[src/bit_width_packer_defines.svh]
// assertion macros for the bit width packer
`ifndef BIT_WIDTH_PACKER_DEFINES_SVH
`define BIT_WIDTH_PACKER_DEFINES_SVH

`ifndef NO_ASSERTIONS

// checked on every edge outside reset
`define BWP_ASSERT(label, clk, rst, prop, msg) \
  label: assert property (@(posedge clk) disable iff (rst) (prop)) else $error(msg);

// checked on every edge, reset included
`define BWP_ASSERT_ALWAYS(label, clk, prop, msg) \
  label: assert property (@(posedge clk) (prop)) else $error(msg);

`else

`define BWP_ASSERT(label, clk, rst, prop, msg)
`define BWP_ASSERT_ALWAYS(label, clk, prop, msg)

`endif

`endif

[src/bwp_pkg.sv]
// shared types and constants of the bit width packer
`default_nettype none

package bwp_pkg;

  localparam int unsigned CFG_IDX_W  = 4;
  localparam int unsigned CFG_DATA_W = 4;

  // register indexes
  localparam logic [CFG_IDX_W-1:0] REG_BITS_PER_VALUE = 4'd0;
  localparam logic [CFG_IDX_W-1:0] REG_SIGN_MODE      = 4'd1;

  localparam logic [3:0] BPV_RESET = 4'd8;

  // job queue between front and back
  localparam int unsigned QDEPTH = 4;
  localparam int unsigned QPTR_W = $clog2(QDEPTH);
  localparam int unsigned QCNT_W = $clog2(QDEPTH + 1);

  typedef struct packed {
    logic [7:0] value;
    logic       is_last;
  } in_item_t;

  typedef struct packed {
    logic [7:0] packed_byte;
    logic       last_byte;
  } out_item_t;

  typedef struct packed {
    logic [3:0] bits_per_value;
    logic       sign_mode;
  } cfg_t;

  // one to two output bytes made by one input item
  typedef struct packed {
    logic [7:0] byte0;
    logic [7:0] byte1;
    logic       has_two;
    logic       last;
  } job_t;

endpackage

`default_nettype wire

[src/bwp_front.sv]
// front end: bit accumulator that turns each item that completes a byte, or is marked is_last, into a byte job
`default_nettype none
`include "bit_width_packer_defines.svh"

module bwp_front
  import bwp_pkg::*;
(
  input  wire logic     clk,
  input  wire logic     rst,
  input  wire logic     accept,
  input  wire in_item_t item,
  input  wire cfg_t     cfg,
  output logic          job_valid,
  output job_t          job
);

  logic [6:0]  pend_bits;
  logic [2:0]  pend_cnt;
  logic [6:0]  pend_bits_next;
  logic [2:0]  pend_cnt_next;

  logic [3:0]  w;
  logic [7:0]  mask;
  logic [7:0]  bits;
  logic [14:0] acc;
  logic [3:0]  total;
  logic        full_byte;
  logic        tail_byte;

  always_comb begin
    if (cfg.sign_mode || cfg.bits_per_value == 4'd0) begin
      w = 4'd1;
    end else if (cfg.bits_per_value > 4'd8) begin
      w = 4'd8;
    end else begin
      w = cfg.bits_per_value;
    end
  end

  assign mask = 8'((9'h001 << w) - 9'h001);

  // sign bit: positive as a signed byte
  assign bits = cfg.sign_mode ? {7'h00, (item.value != 8'h00) && !item.value[7]}
                              : (item.value & mask);

  assign acc   = {8'h00, pend_bits} | ({7'h00, bits} << pend_cnt);
  assign total = {1'b0, pend_cnt} + w;

  assign full_byte = total[3];
  assign tail_byte = item.is_last && (total[2:0] != 3'd0);

  always_comb begin
    job.byte0   = acc[7:0];
    job.byte1   = {1'b0, acc[14:8]};
    job.has_two = full_byte && tail_byte;
    job.last    = item.is_last;
  end

  assign job_valid = accept && (full_byte || item.is_last);

  always_comb begin
    if (item.is_last) begin
      pend_bits_next = 7'h00;
      pend_cnt_next  = 3'd0;
    end else begin
      pend_bits_next = full_byte ? acc[14:8] : acc[6:0];
      pend_cnt_next  = total[2:0];
    end
  end

  always_ff @(posedge clk) begin
    if (rst) begin
      pend_bits <= 7'h00;
      pend_cnt  <= 3'd0;
    end else if (accept) begin
      pend_bits <= pend_bits_next;
      pend_cnt  <= pend_cnt_next;
    end
  end

  `BWP_ASSERT(a_last_clears, clk, rst, accept && item.is_last |=> pend_cnt == 3'd0, "last item left bits pending")
  `BWP_ASSERT(a_last_makes_job, clk, rst, accept && item.is_last |-> job_valid, "last item made no byte")

endmodule

`default_nettype wire

[src/bwp_queue.sv]
// short job queue between front and back
`default_nettype none
`include "bit_width_packer_defines.svh"

module bwp_queue
  import bwp_pkg::*;
(
  input  wire logic clk,
  input  wire logic rst,
  input  wire logic wr,
  input  wire job_t wr_job,
  input  wire logic rd,
  output job_t      rd_job,
  output logic      q_full,
  output logic      q_nonempty
);

  job_t              slots [QDEPTH];
  logic [QPTR_W-1:0] wr_ptr;
  logic [QPTR_W-1:0] rd_ptr;
  logic [QCNT_W-1:0] count;

  assign q_full     = (count == QCNT_W'(QDEPTH));
  assign q_nonempty = (count != '0);
  assign rd_job     = slots[rd_ptr];

  always_ff @(posedge clk) begin
    if (wr) begin
      slots[wr_ptr] <= wr_job;
    end
  end

  always_ff @(posedge clk) begin
    if (rst) begin
      wr_ptr <= '0;
      rd_ptr <= '0;
      count  <= '0;
    end else begin
      if (wr) begin
        wr_ptr <= wr_ptr + 1'b1;
      end
      if (rd) begin
        rd_ptr <= rd_ptr + 1'b1;
      end
      if (wr && !rd) begin
        count <= count + 1'b1;
      end else if (rd && !wr) begin
        count <= count - 1'b1;
      end
    end
  end

  `BWP_ASSERT(a_no_overflow, clk, rst, !(wr && q_full), "job written into full queue")
  `BWP_ASSERT(a_no_underflow, clk, rst, !(rd && !q_nonempty), "job read from empty queue")

endmodule

`default_nettype wire

[src/bwp_back.sv]
// back end: output register that hands out the bytes of each job
`default_nettype none
`include "bit_width_packer_defines.svh"

module bwp_back
  import bwp_pkg::*;
(
  input  wire logic clk,
  input  wire logic rst,
  input  wire job_t q_job,
  input  wire logic q_nonempty,
  output logic      q_rd,
  input  wire logic pop,
  output logic      empty,
  output out_item_t result
);

  logic held;
  logic idx;
  job_t cur;
  logic advance;
  logic done;

  assign empty   = !held;
  assign advance = pop && held;
  assign done    = advance && (!cur.has_two || idx);
  assign q_rd    = (!held || done) && q_nonempty;

  always_comb begin
    result.packed_byte = idx ? cur.byte1 : cur.byte0;
    result.last_byte   = cur.last && (idx || !cur.has_two);
  end

  always_ff @(posedge clk) begin
    if (q_rd) begin
      cur <= q_job;
    end
  end

  always_ff @(posedge clk) begin
    if (rst) begin
      held <= 1'b0;
      idx  <= 1'b0;
    end else if (q_rd) begin
      held <= 1'b1;
      idx  <= 1'b0;
    end else if (done) begin
      held <= 1'b0;
      idx  <= 1'b0;
    end else if (advance) begin
      idx <= 1'b1;
    end
  end

  `BWP_ASSERT(a_second_needs_two, clk, rst, idx |-> held && cur.has_two, "second byte of one-byte job")

endmodule

`default_nettype wire

[src/bit_width_packer.sv]
// top level of the bit width packer
`default_nettype none
`include "bit_width_packer_defines.svh"

// bit width packer: takes one byte value per item and packs the low bits_per_value
// bits of each (or, in sign mode, one bit that is set when the value is positive as
// a signed byte) into bytes, least significant bit first. up to 7 bits wait between
// items; the item marked is_last flushes them as one zero-padded byte and the byte
// so made carries last_byte. an item gives zero, one or two bytes. an input item is
// taken every cycle while full is low: the combinational front accumulator writes
// a byte job into a four-entry queue. the back stage hands out one byte per pop,
// so the sustained rate is one item per cycle while items give at most one byte
// on average; an item that gives two bytes (only a last item can) takes two pops.
// results leave an output register; a waiting byte stops new items only once the
// queue is full. configuration is always ready and must be written while idle;
// the new width applies from the next item, and waiting bits stay in place.

module bit_width_packer
  import bwp_pkg::*;
(
  input  wire logic                  clk,
  input  wire logic                  rst,
  // item side
  input  wire logic                  push,
  output logic                       full,
  input  wire in_item_t              item,
  // result side
  output logic                       empty,
  input  wire logic                  pop,
  output out_item_t                  result,
  // configuration writes
  input  wire logic                  cfg_valid,
  output logic                       cfg_ready,
  input  wire logic [CFG_IDX_W-1:0]  cfg_index,
  input  wire logic [CFG_DATA_W-1:0] cfg_data
);

  cfg_t cfg;
  logic accept;
  logic job_valid;
  job_t job;
  job_t q_job;
  logic q_full;
  logic q_nonempty;
  logic q_rd;

  // configuration registers, unknown indexes are dropped
  assign cfg_ready = 1'b1;

  always_ff @(posedge clk) begin
    if (rst) begin
      cfg.bits_per_value <= BPV_RESET;
      cfg.sign_mode      <= 1'b0;
    end else if (cfg_valid && cfg_ready) begin
      case (cfg_index)
        REG_BITS_PER_VALUE: cfg.bits_per_value <= cfg_data;
        REG_SIGN_MODE:      cfg.sign_mode      <= cfg_data[0];
        default: begin
        end
      endcase
    end
  end

  // an item is taken whenever the job queue has room
  assign full   = q_full;
  assign accept = push && !q_full;

  bwp_front u_front (
    .clk       (clk),
    .rst       (rst),
    .accept    (accept),
    .item      (item),
    .cfg       (cfg),
    .job_valid (job_valid),
    .job       (job)
  );

  bwp_queue u_queue (
    .clk        (clk),
    .rst        (rst),
    .wr         (job_valid),
    .wr_job     (job),
    .rd         (q_rd),
    .rd_job     (q_job),
    .q_full     (q_full),
    .q_nonempty (q_nonempty)
  );

  bwp_back u_back (
    .clk        (clk),
    .rst        (rst),
    .q_job      (q_job),
    .q_nonempty (q_nonempty),
    .q_rd       (q_rd),
    .pop        (pop),
    .empty      (empty),
    .result     (result)
  );

  `BWP_ASSERT(a_full_blocks, clk, rst, full |-> !accept, "item taken while full")

endmodule

`default_nettype wire

[config.mk]
export PLATFORM = sky130hd
export DESIGN_NAME = bit_width_packer
export DESIGN_NICKNAME = d
export VERILOG_FILES = /design/src/bwp_pkg.sv /design/src/bwp_front.sv /design/src/bwp_queue.sv /design/src/bwp_back.sv /design/src/bit_width_packer.sv
export VERILOG_INCLUDE_DIRS = /design/src /design/src/src
export SDC_FILE = /design/constraint.sdc
export NUM_CORES = 1
export LEC_CHECK = 0
export BUFFER_PORTS_ARGS = -buffer_cell sky130_fd_sc_hd__buf_2
export CORE_AREA = 2 2 81 115
export CTS_CLUSTER_DIAMETER = 80
export DETAILED_ROUTE_END_ITERATION = 16
export DIE_AREA = 0 0 83 117
export PLACE_DENSITY = 0.87
export SLEW_MARGIN = 10
export SYNTH_ARGS = -nofsm -noshare
export SYNTH_HDL_FRONTEND = slang
export SYNTH_SLANG_ARGS = --single-unit
[constraint.sdc]
create_clock -name clk -period 4 [get_ports clk]
set_clock_uncertainty 0.2 [all_clocks]
set_input_delay 0.2 -clock clk [delete_from_list [all_inputs] [get_ports clk]]
set_output_delay 0.2 -clock clk [all_outputs]
set_load 0.01 [all_outputs]
# After elaboration in Yosys (flattened, before gate mapping)
# Memory sizes are Yosys's and may differ from the RTL's. A register that Yosys moved wholly into a read port is not among the register bits.
# Index checks and enable logic that the tools add are counted.
# Widths: inputs -> output; s select.
op_classes:
  add_sub_neg: 6
  multipliers: 0
  n_div: 0
  order_cmp: 1
  n_eq_ne: 2
  shift: 2
  muxes: 13
  bitwise_logic: 2
  n_reduce_logical: 31
op_table:
  columns: ["op", "n"]
  rows:
  - ["$mux 8", 2]
  - ["$or 7x15->15", 1]
  - ["$shl 8x3->15", 1]
  - ["$mux 7", 2]
  - ["$logic_and 1x1->1", 11]
  - ["$mux 3", 3]
  - ["$and 8x8->8", 1]
  - ["$logic_not 4->1", 2]
  - ["$mux 4", 2]
  - ["$reduce_bool 8->1", 1]
  - ["$shl 1x4->8 const A", 1]
  - ["$sub 8x1->8 const B", 1]
  - ["$logic_not 1->1", 6]
  - ["$reduce_bool 3->1", 2]
  - ["$add 2x1->2 const B", 2]
  - ["$add 3x4->4", 1]
  - ["$eq 4x1->1 const B", 1]
  - ["$gt 4x4->1 const B", 1]
  - ["$logic_or 1x1->1", 4]
  - ["$mux 1", 4]
  - ["$reduce_and 2->1", 2]
  - ["$reduce_bool 2->1", 2]
  - ["$add 3x1->3 const B", 1]
  - ["$eq 3x3->1 const B", 1]
  - ["2 further kinds", 2]
totals:
  regBits: 32
  latch_bits: 0
  mem_bits_rw: 68
  rom_bits: 0
  output_inout_bits: 12
  word_cells: 68
  n_memories: 1
mem_list:
  columns: ["name", "words", "width", "read_ports", "rd_clocked_by_memory_dff", "wr", "line", "rtl"]
  rows:
  - ["u_queue.slots", 4, 17, 1, 1, 1, "bwp_queue.sv:18", "job_t slots [QDEPTH];"]

# Longest topological paths before layout
# Gate-level depths: netlist of the first run.
depth:
  word_depth: 11
  ltp_mapped: 15
  ltp_nobuf: 14

# Cells and area by module
# A second synthesis of the first run with hierarchy kept.
unflattened:
  cells_unflattened: 391
  area_unflattened_um2: 5452.7
by_module_without_submodules:
  columns: ["module", "n_inst", "cells_each", "area_each_um2"]
  rows:
  - ["bwp_queue", 1, 138, 3069.2]
  - ["bwp_front", 1, 188, 1368.8]
  - ["bwp_back", 1, 39, 758.2]
  - ["bit_width_packer", 1, 26, 256.5]

# Worst setup path after synthesis of the first run
# Ideal clock, no wire load.
synth_path:
  path_kind: "register -> register"
  startpoint: "reg, netlist name cfg[0]"
  endpoint: "reg u_queue.count[2]"
  setup_time_ns: 0.070
  arrival_time_ns: 2.740
  path_slack_ns: 0.990
  stages_incl_launch_ff: 15
  path_buffers: 2
  synth_period_minus_slack_ns: 3.010
  path_cell_list: "dfxtp_1 -> buf_2 -> buf_6 -> nor3b_1 -> ha_1 -> nand3_1 -> a21o_2 -> a21oi_1 -> nor2_1 -> ha_1 -> inv_1 -> fa_1 -> xor2_1 -> or3_1 -> a21oi_1"
synth_between:
  elab_chain_cells: 8
  elab_cells_between_ends: 10
  classes_between: "add/sub: 1; mux: 2; reduce/logical: 7"
synth_lines:
  columns: ["item", "line", "rtl"]
  rows:
  - ["$logic_or 1x1->1 (*)", "bwp_front.sv:31", "if (cfg.sign_mode || cfg.bits_per_value == 4'd0) begin"]
  - ["$mux 4 (*)", "bwp_front.sv:31", null]
  - ["$add 3x4->4 (*)", "bwp_front.sv:47", "assign total = {1'b0, pend_cnt} + w;"]
  - ["$logic_or 1x1->1 (*)", "bwp_front.sv:59", "assign job_valid = accept && (full_byte || item.is_last);"]
  - ["$logic_and 1x1->1 (*)", "bwp_front.sv:59", null]
  - ["via job_valid", "bit_width_packer.sv:40", "logic job_valid;"]
  - ["$logic_not 1->1", "bwp_queue.sv:47", "end else if (rd && !wr) begin"]
  - ["$logic_and 1x1->1", "bwp_queue.sv:47", null]
  - ["$reduce_bool 2->1 (no line)", null, null]
  - ["to (signal assigned)", "bwp_queue.sv:46", "count <= count + 1'b1;"]
  - ["to (signal assigned)", "bwp_queue.sv:48", "count <= count - 1'b1;"]
  - ["to (decl)", "bwp_queue.sv:21", "logic [QCNT_W-1:0] count;"]
# The timed path passes the listed nets; every way through them passes the cells marked *.
# A chain may end at the register's enable or synchronous reset.

# Worst setup path in the final report of the first run
layout_path:
  startpoint: "reg, netlist name cfg[0]"
  endpoint: "mem u_queue.slots[2][8] in the netlist's numbering (enable)"
layout_between:
  elab_chain_cells: 7
layout_lines:
  columns: ["item", "line", "rtl"]
  rows:
  - ["$logic_or 1x1->1", "bwp_front.sv:31", null]
  - ["$mux 4", "bwp_front.sv:31", null]
  - ["$add 3x4->4", "bwp_front.sv:47", null]
  - ["$logic_or 1x1->1", "bwp_front.sv:59", null]
  - ["$logic_and 1x1->1", "bwp_front.sv:59", null]
  - ["$mux 1", "bwp_queue.sv:28", "if (wr) begin"]
  - ["$mux 1 (not written as such)", "bwp_queue.sv:29", "slots[wr_ptr] <= wr_job;"]
  - ["to (decl)", "bwp_queue.sv:18", null]
# Every way passes these cells.

==> results list, run 1 <==
- Result of the run: finished, final reports clean
- Setup violations remaining at the end of the flow were counted as 0.
- Fin Setup TNS: 0 ps
- Type of the setup path with the least slack: reg2reg
- Most numerous cell in the Yosys netlist: edfxtp_1
- Once layout is done, the placed cells without fillers occupy 5650 um^2.
- Number of distinct library cells after synthesis: 70
* Number of instances on the worst hold path: 4
- Max-cap violations in this run came to 0.
- In this run the horizontal extent of the chip is 83 um.
- Remaining number of nets flagged by the antenna check after routing: 0
- For this run, the top clock speed supported by timing is 289.6 MHz.
- Yosys printed 0 warnings.
- Compound-Gate Fraction of Synth Area: 0.08942
* Total grt overflow: 0
- Final hold vios: 0
- After synthesis the cells add up to 5107 um^2.
* Number of antenna violations at the first check in global routing: 0
* Post-synthesis cell count: 376
* Cell accounting for the most synthesized area: edfxtp_1
- By area, the combinational part of the netlist is dominated by simple AND/OR/NAND/NOR gates.
- Mux cell area share after synthesis: 0.1100
- Port buffering added 32 buffers.
* CP Launch Type: register
- FILL cells: 641
* R2r setup slk: 550 ps
* Via Count: 3270
- Clock latency on the worst-skew pair, taken at its later pin, is 340 ps.
- The die covers 9711 um^2.
- 1st-pass router iterations: 5
* IR Drop Worst-Case VDD: 298.7 uV
- Register-to-Register Path Depth: 8
- CTS placed an instance of clkbuf_16 at the clock tree root.
- Headroom to the max-slew limit: 0.3316
* Drt first-iter violations: 258
- At the end of routability-driven placement, the weighted congestion stood at 0.9298.
* Starting Density: 0.5822
- Entering global routing, the biggest net connects 20 pins.
- Mean instance size in the synthesized netlist: 13.58 um^2
- The routed design has 9852 um of wire.
* Min Tclk post-route: 3453 ps
- Placed Cells incl. Taps: 501
* Placed inst area: 5324 um^2
- Slew @ Worst Pin: 993.4 ps
- Of the synthesized area, sequential elements account for 0.5938.
- Sinks on Clock Net: 109
* Post-DP HPWL: 6806 um
- The final number of max-transition violations was 0.
- Die span in y: 117 um
- The share of synthesized area in the top cell type comes to 0.4998.
- Total CTS buffers: 9
* Global-route wire length before repair: 16070 um
* DR vias/cell: 6.252
- Synth top cells by count: 85 x edfxtp_1, 24 x dfxtp_1, 24 x nor2_1
- Count of flip-flops with a built-in enable after synthesis: 85
- Most area-consuming cells after synthesis: edfxtp_1 50%, dfxtp_1 9.4%, mux4_2 7.5%
- Std cell rows: 41
- In this run the count of I/O pins placed on the die edge is 34.
- Data arrival time of the critical path: 3220 ps
- The area growth from synthesis to layout is 10.63%.
* Reported leakage power: 2.034 nW
* Crit-path max FO: 19
* Capture instance of the worst register-to-register path: u_queue.slots[2][8]
- DRC: 0
- Hold is met by 32.74 ps.
- After detailed routing, the average wire length per cell comes to 18.84 um.
- Setup repair after global routing left no endpoint under its margin.
- Via count of the first global-routing pass: 3329
* Number of buffers between clock root and the deepest sink: 2
- Of the total synthesized cell area, the portion taken by XOR and XNOR cells is 0.01029.
* Global-route total usage across every layer: 0.2145
* Post-Synth Adder-Cell Area: 0.02989
- Final core area utilization: 0.6441
- In this run the critical register-to-register path is launched from cfg[0].
- Kind of end point of the critical path: register
- 0 antenna diodes ended up in the layout.
- Worst hold path startpoint: cfg_index[1]
- Count of buffers added by post-CTS timing repair for setup: 0
- Worst hold path type: in2reg
* Required time of the critical path: 3770 ps
- The worst hold path terminates at cfg[0].
- Of the cells placed in the final design, the portion with a size suffix greater than 1 is 0.2139.
* Share of synthesized flip-flops with an asynchronous set or reset: 0
- Clock-pin slew was measured on the worst setup and hold paths at 60 ps.
- Power per standard cell area: 527.7 nW/um^2
- In the synthesized netlist the dominant register cell turns out to be edfxtp_1.
- Core outline area: 8772 um^2
- Of the total synthesized cell area, the portion taken by AND, OR, NAND and NOR gates is 0.1308.
- In this run the number of H-tree levels came out at 3.
- Period Utilization, post-route: 0.8633
* Flip-flop and latch count after synthesis: 109
- Net count reported at finish: 444
- TritonCTS built the clock tree.
- Excluding fillers, the count of instances in the completed layout stands at 523.
==> where the power goes <==
group	internal (mW)	leakage (nW)	total (mW)	switching, mW
sequential	1.45	0.988	1.57	0.118
combinational	0.313	0.921	0.620	0.307
clock	0.425	0.124	0.797	0.372
==> repair_timing <==
item / in CTS / in global routing
hold buffers: 6 / 0
resized for setup: 0 / 0
hold endpoints to repair: 10 / 0
==> worst max path at each step <==
stage,start,to,slack [ps],depth (start not counted)
detailed placement,cfg[0],u_queue.slots[2][9],600,8
finish,cfg[0],u_queue.slots[2][8],550,8
global placement,cfg[0],u_queue.slots[2][15],750,8
global route,cfg[0],u_queue.slots[2][8],250,8
CTS,cfg[0],u_queue.slots[2][13],590,8
floorplan,cfg[0],u_queue.count[2],990,14
==> per-layer routing <==
metal,up-vias,global-route usage,routed length [um]
li1,1514,-,-
met1,1598,0.2517,3810
met2,137,0.3801,5305
met3,21,0.03717,473
met4,0,0.1158,264
met5,-,0,0
==> kinds of logic after synthesis <==
| group | Yosys count |
|---|---|
| buffers and inverters | 36 |
| flip-flops | 109 |
| AND/OR/NAND/NOR | 114 |
| AO/OA/AOI/OAI | 65 |
| multiplexers | 34 |
| adder cells (fa/ha/maj) | 11 |
| other | 1 |
| XOR/XNOR | 6 |
==> registers in the layout (all words and copies together), names as in the netlist <==
register	flops
u_queue.slots	68
u_back.cur	17
u_front.pend_bits	7
cfg	5
u_front.pend_cnt	3
u_queue.count	3
u_queue.rd_ptr	2
u_queue.wr_ptr	2
u_back.held	1
u_back.idx	1
==> per-stage QoR <==
step	total power, mW	setup WS [ps]
floorplan	2.005	989.8
global placement	2.159	747.3
detailed placement	2.201	596.4
CTS	3.018	594.7
global route	3.130	253.6
finish	2.982	546.9
==> worst max-delay path: stages, from the launching register on <==
cell and delay, ps:
dfxtp_1 670, nand2b_1 260, nand2_1 80, nand2_1 80, ha_1 190, nand3_1 150
and3_2 260, o21ai_0 440, and3_1 750
==> layout make-up <==
type	instances	area [um^2]	area share
Multi-Input combinational cell	232	1899	0.3361
Timing Repair Buffer	43	257.7	0.04562
Clock inverter	3	25.02	0.004429
Sequential cell	109	3034	0.5370
Clock buffer	13	240.2	0.04252
Tap cell	107	133.9	0.02369
Inverter	16	60.06	0.01063
==> placed cells by master, fill, tap and decap left out, types with 6 or more instances in the layout <==
master / n
a21oi_1: 16
a31oi_1: 6
and2_1: 10
buf_2: 32
clkbuf_16: 9
dfxtp_1: 23
dlygate4sd3_1: 6
edfxtp_1: 85
ha_1: 9
inv_1: 15
mux2_2: 7
mux2i_1: 10
mux4_2: 17
nand2_1: 13
nand3_1: 13
nor2_1: 24
nor2b_1: 8
nor3_1: 8
nor4_1: 6
o21ai_0: 8
(Power assumes the default switching activity.)
==> run 2: changes to the inputs <==
--- a/config.mk
+++ b/config.mk
@@ -11,6 +11,7 @@
 export CTS_CLUSTER_DIAMETER = 80
 export DETAILED_ROUTE_END_ITERATION = 16
 export DIE_AREA = 0 0 83 117
+export HOLD_SLACK_MARGIN = 0.06
 export PLACE_DENSITY = 0.87
 export SLEW_MARGIN = 10
 export SYNTH_ARGS = -nofsm -noshare
==> run 2 against run 1 <==
Against the previous run:
- hold slack gained 67 ps
- combinational power is essentially flat
- final cell count grew 0.76%
- first-iteration DRC count grew 11%
- setup slack gained 25 ps
- highest routed layer unchanged
- non-clock buffer count grew 4
- sequential power is essentially flat
- cell area grew 0.71%
- largest power group unchanged
==> results list, run 2 (synthesis gave the netlist of run 1 again) <==
- Total grt overflow: 0 (unchanged)
- CP Launch Type: register
- The detailed-placement wirelength estimate came to 6806 um (unchanged).
- The number of antenna violations at the first check in global routing is 0 (unchanged).
- Crit path from: cfg[0]
* Remaining number of nets flagged by the antenna check after routing: 0 (unchanged)
- Largest net degree at the start of global routing: 20 (unchanged)
- Net count reported at finish: 448 (+0.90%)
* Quantity of I/O buffers inserted on ports: 32 (unchanged)
* Highest-count cells in the layout ignoring fill and taps: 85 x edfxtp_1, 32 x buf_2, 24 x nor2_1, 23 x dfxtp_1, 17 x mux4_2
- STA classifies the critical path endpoint as a register.
- The floorplan row count is 41 (unchanged).
- The multi-input gate area in the final layout is 1899 um^2 (unchanged).
- Setup repair after global routing left no endpoint under its margin.
* Crit path buf inv count: 0 (unchanged)
* R2r setup slk: 570 ps (+30 ps)
- Slew @ Worst Pin: 1042 ps (+48.54 ps)
* IR Drop Worst-Case VDD: 299.3 uV (+0.22%)
* Register-to-Register Path Depth: 8 (unchanged)
- The arrival time reported for the critical path endpoint was 3200 ps (-20 ps).
- Crit-path max FO: 19 (unchanged)
- The total leakage power is 2.050 nW (+0.83%).
- The number of global-route vias before repair is 3356 (+0.81%).
* Power per standard cell area: 525.0 nW/um^2 (-0.52%)
- Fin Setup TNS: 0 ps (unchanged)
- Capture instance of the worst register-to-register path: u_queue.slots[2][13]
- The final count of hold timing violations is 0 (unchanged).
- The number of antenna cells inserted is 0 (unchanged).
- Biggest regs: u_queue.slots x68, u_back.cur x17, u_front.pend_bits x7
* DR vias/cell: 6.233 (-0.30%)
- The maximum frequency from static timing analysis is 291.7 MHz (+0.74%).
* Family of cells with the greatest summed delay on the critical path: simple AND/OR/NAND/NOR gates
- The final number of max-transition violations is 0 (unchanged).
- The max-cap violation count is 0 (unchanged).
* Overall die width: 83 um (unchanged)
- The final period demand of the worst path is 3428 ps (-25.46 ps).
- Average wire length per cell after detail routing: 18.91 um (+0.37%)
* FILL cells: 640 (-0.16%)
- TritonCTS built the clock tree.
- The worst register-to-register path begins at cfg[0].
- The aggregate routed wire length is 9964 um (+1.1%).
- Via Count: 3285 (+0.46%)
* Required time of the critical path: 3770 ps (about the same)
* Drt first-iter violations: 286 (+11%)
* H-Tree Depth: 3 (unchanged)
- Crit-path most repeated cell: nand2_1
- CTS Root Buffer Type: clkbuf_16
- The critical path goes through nand2b_1 > nand2_1 > nand2_1 > ha_1 > nand3_1 > and3_2 > o21ai_0 > and3_1.
* DRC: 0 (unchanged)
- The delay contributed by the slowest stage of the critical path came to 730 ps (-20 ps).
* Sinks on Clock Net: 109 (unchanged)
* Total setup violations reported at the end of the flow: 0 (unchanged)
- Following the worst setup path forward leads to its endpoint at u_queue.slots[2][13].
- The min-delay analysis places its worst path in the category in2reg.
- The flip-flop count of the largest register after layout came to 68 (unchanged).
* Headroom to the max-slew limit: 0.2990 (-0.03265)
- The CTS buffer count is 9 (unchanged).
- Global-route wire length before repair: 16290 um (+1.4%)
* Starting Density: 0.5822 (unchanged)
- The path length in cells of the critical path is 8 (unchanged).
- The slowest stage of the critical path is the and3_1 cell.
- u_queue.slots holds more flip-flops than any other register.
- The overall power is 2.987 mW (+0.18%).
- The flow ran to the end, and the final reports show no timing, DRC or antenna violations.
- The total routing usage reported by global routing is 0.2178 (+0.003234).
* Clock insertion delay at the later pin of the skew report: 340 ps (about the same)
- The sequential standard cell area is 3034 um^2 (unchanged).
* 1st-pass router iterations: 5 (unchanged)
- The routability-driven placement congestion ratio is 0.9298 (unchanged).
- The vertical extent of the die is 117 um (unchanged).
- The maximum buffer depth of the clock tree is 2 (unchanged).
- Area growth from synthesis to layout: 11.42%
- Type of the setup path with the least slack: reg2reg
* Share of layout cells above drive strength 1: 0.2119 (-0.002038)
* Clock-pin slew on the worst setup and hold paths: 70 ps (about the same)
- The placeable core region came to 8772 um^2 (unchanged).
* Period Utilization, post-route: 0.8569 (-0.006365)
* Number of top-level design ports: 34 (unchanged)
- The total die area came to 9711 um^2 (unchanged).
* Leading cell type in the layout, fill and taps excluded: edfxtp_1
run 2: cell types whose count changed in the layout (fill, tap and decap cells not counted), sizes merged:
cell / before / now
dlygate4sd3: 6 / 10
run 2: per-layer routing:
layer	wire length [um]	up-vias	track usage
li1	-	1527	-
met4	350	0	0.1202
met5	0	-	0
met2	5256	133	0.3849
met1	3888	1594	0.2550
met3	469	31	0.03787
run 2: repair_timing:
action	in CTS	in global routing
setup buffers	0	0
hold buffers	10	0
hold endpoints to repair	12	0
resized for setup	0	0
run 2: tightest hold or removal path: cells and delay by family:
family	cells	cell delay (ps)
AND/OR/NAND/NOR	2	180
multiplexers	1	140
buffers and inverters	1	80
run 2: worst min path at each step:
stage,from,to,depth (start not counted)
3_3_place_gp,cfg_data[3],cfg[4],2
3_5_place_dp,cfg_data[3],cfg[4],2
2_1_floorplan,item[0],u_queue.slots[0][0],0
5_1_grt,cfg_index[3],cfg[3],4
6_report,cfg_index[3],cfg[3],4
4_1_cts,cfg_index[3],cfg[1],4
run 2: cell type report:
type,count,area share
Sequential cell,109,0.5332
Tap cell,107,0.02353
Inverter,16,0.01055
Clock inverter,3,0.004398
Clock buffer,13,0.04222
Multi-Input combinational cell,232,0.3338
Timing Repair Buffer,47,0.05233
run 2: power by group:
part / leakage (nW) / total [mW] / internal, mW / switching (mW)
Clock: 0.124 / 0.801 / 0.426 / 0.376
Combinational: 0.938 / 0.622 / 0.314 / 0.307
Sequential: 0.988 / 1.56 / 1.45 / 0.118
run 2: metrics by stage:
| stage | util | hold WS (ps) | area, um^2 | setup slack [ps] | std cells |
|---|---|---|---|---|---|
| 2_1_floorplan | - | 98.87 | 5111 | 989.8 | 377 |
| 3_3_place_gp | 0.6069 | 203.3 | 5324 | 747.3 | 501 |
| 3_5_place_dp | 0.6069 | 223.7 | 5324 | 596.4 | 501 |
| 4_1_cts | 0.6486 | 79.57 | 5689 | 594.7 | 527 |
| 5_1_grt | 0.6487 | 128.2 | 5690 | 244.0 | 527 |
| 6_report | 0.6487 | 99.33 | 5690 | 572.4 | 527 |
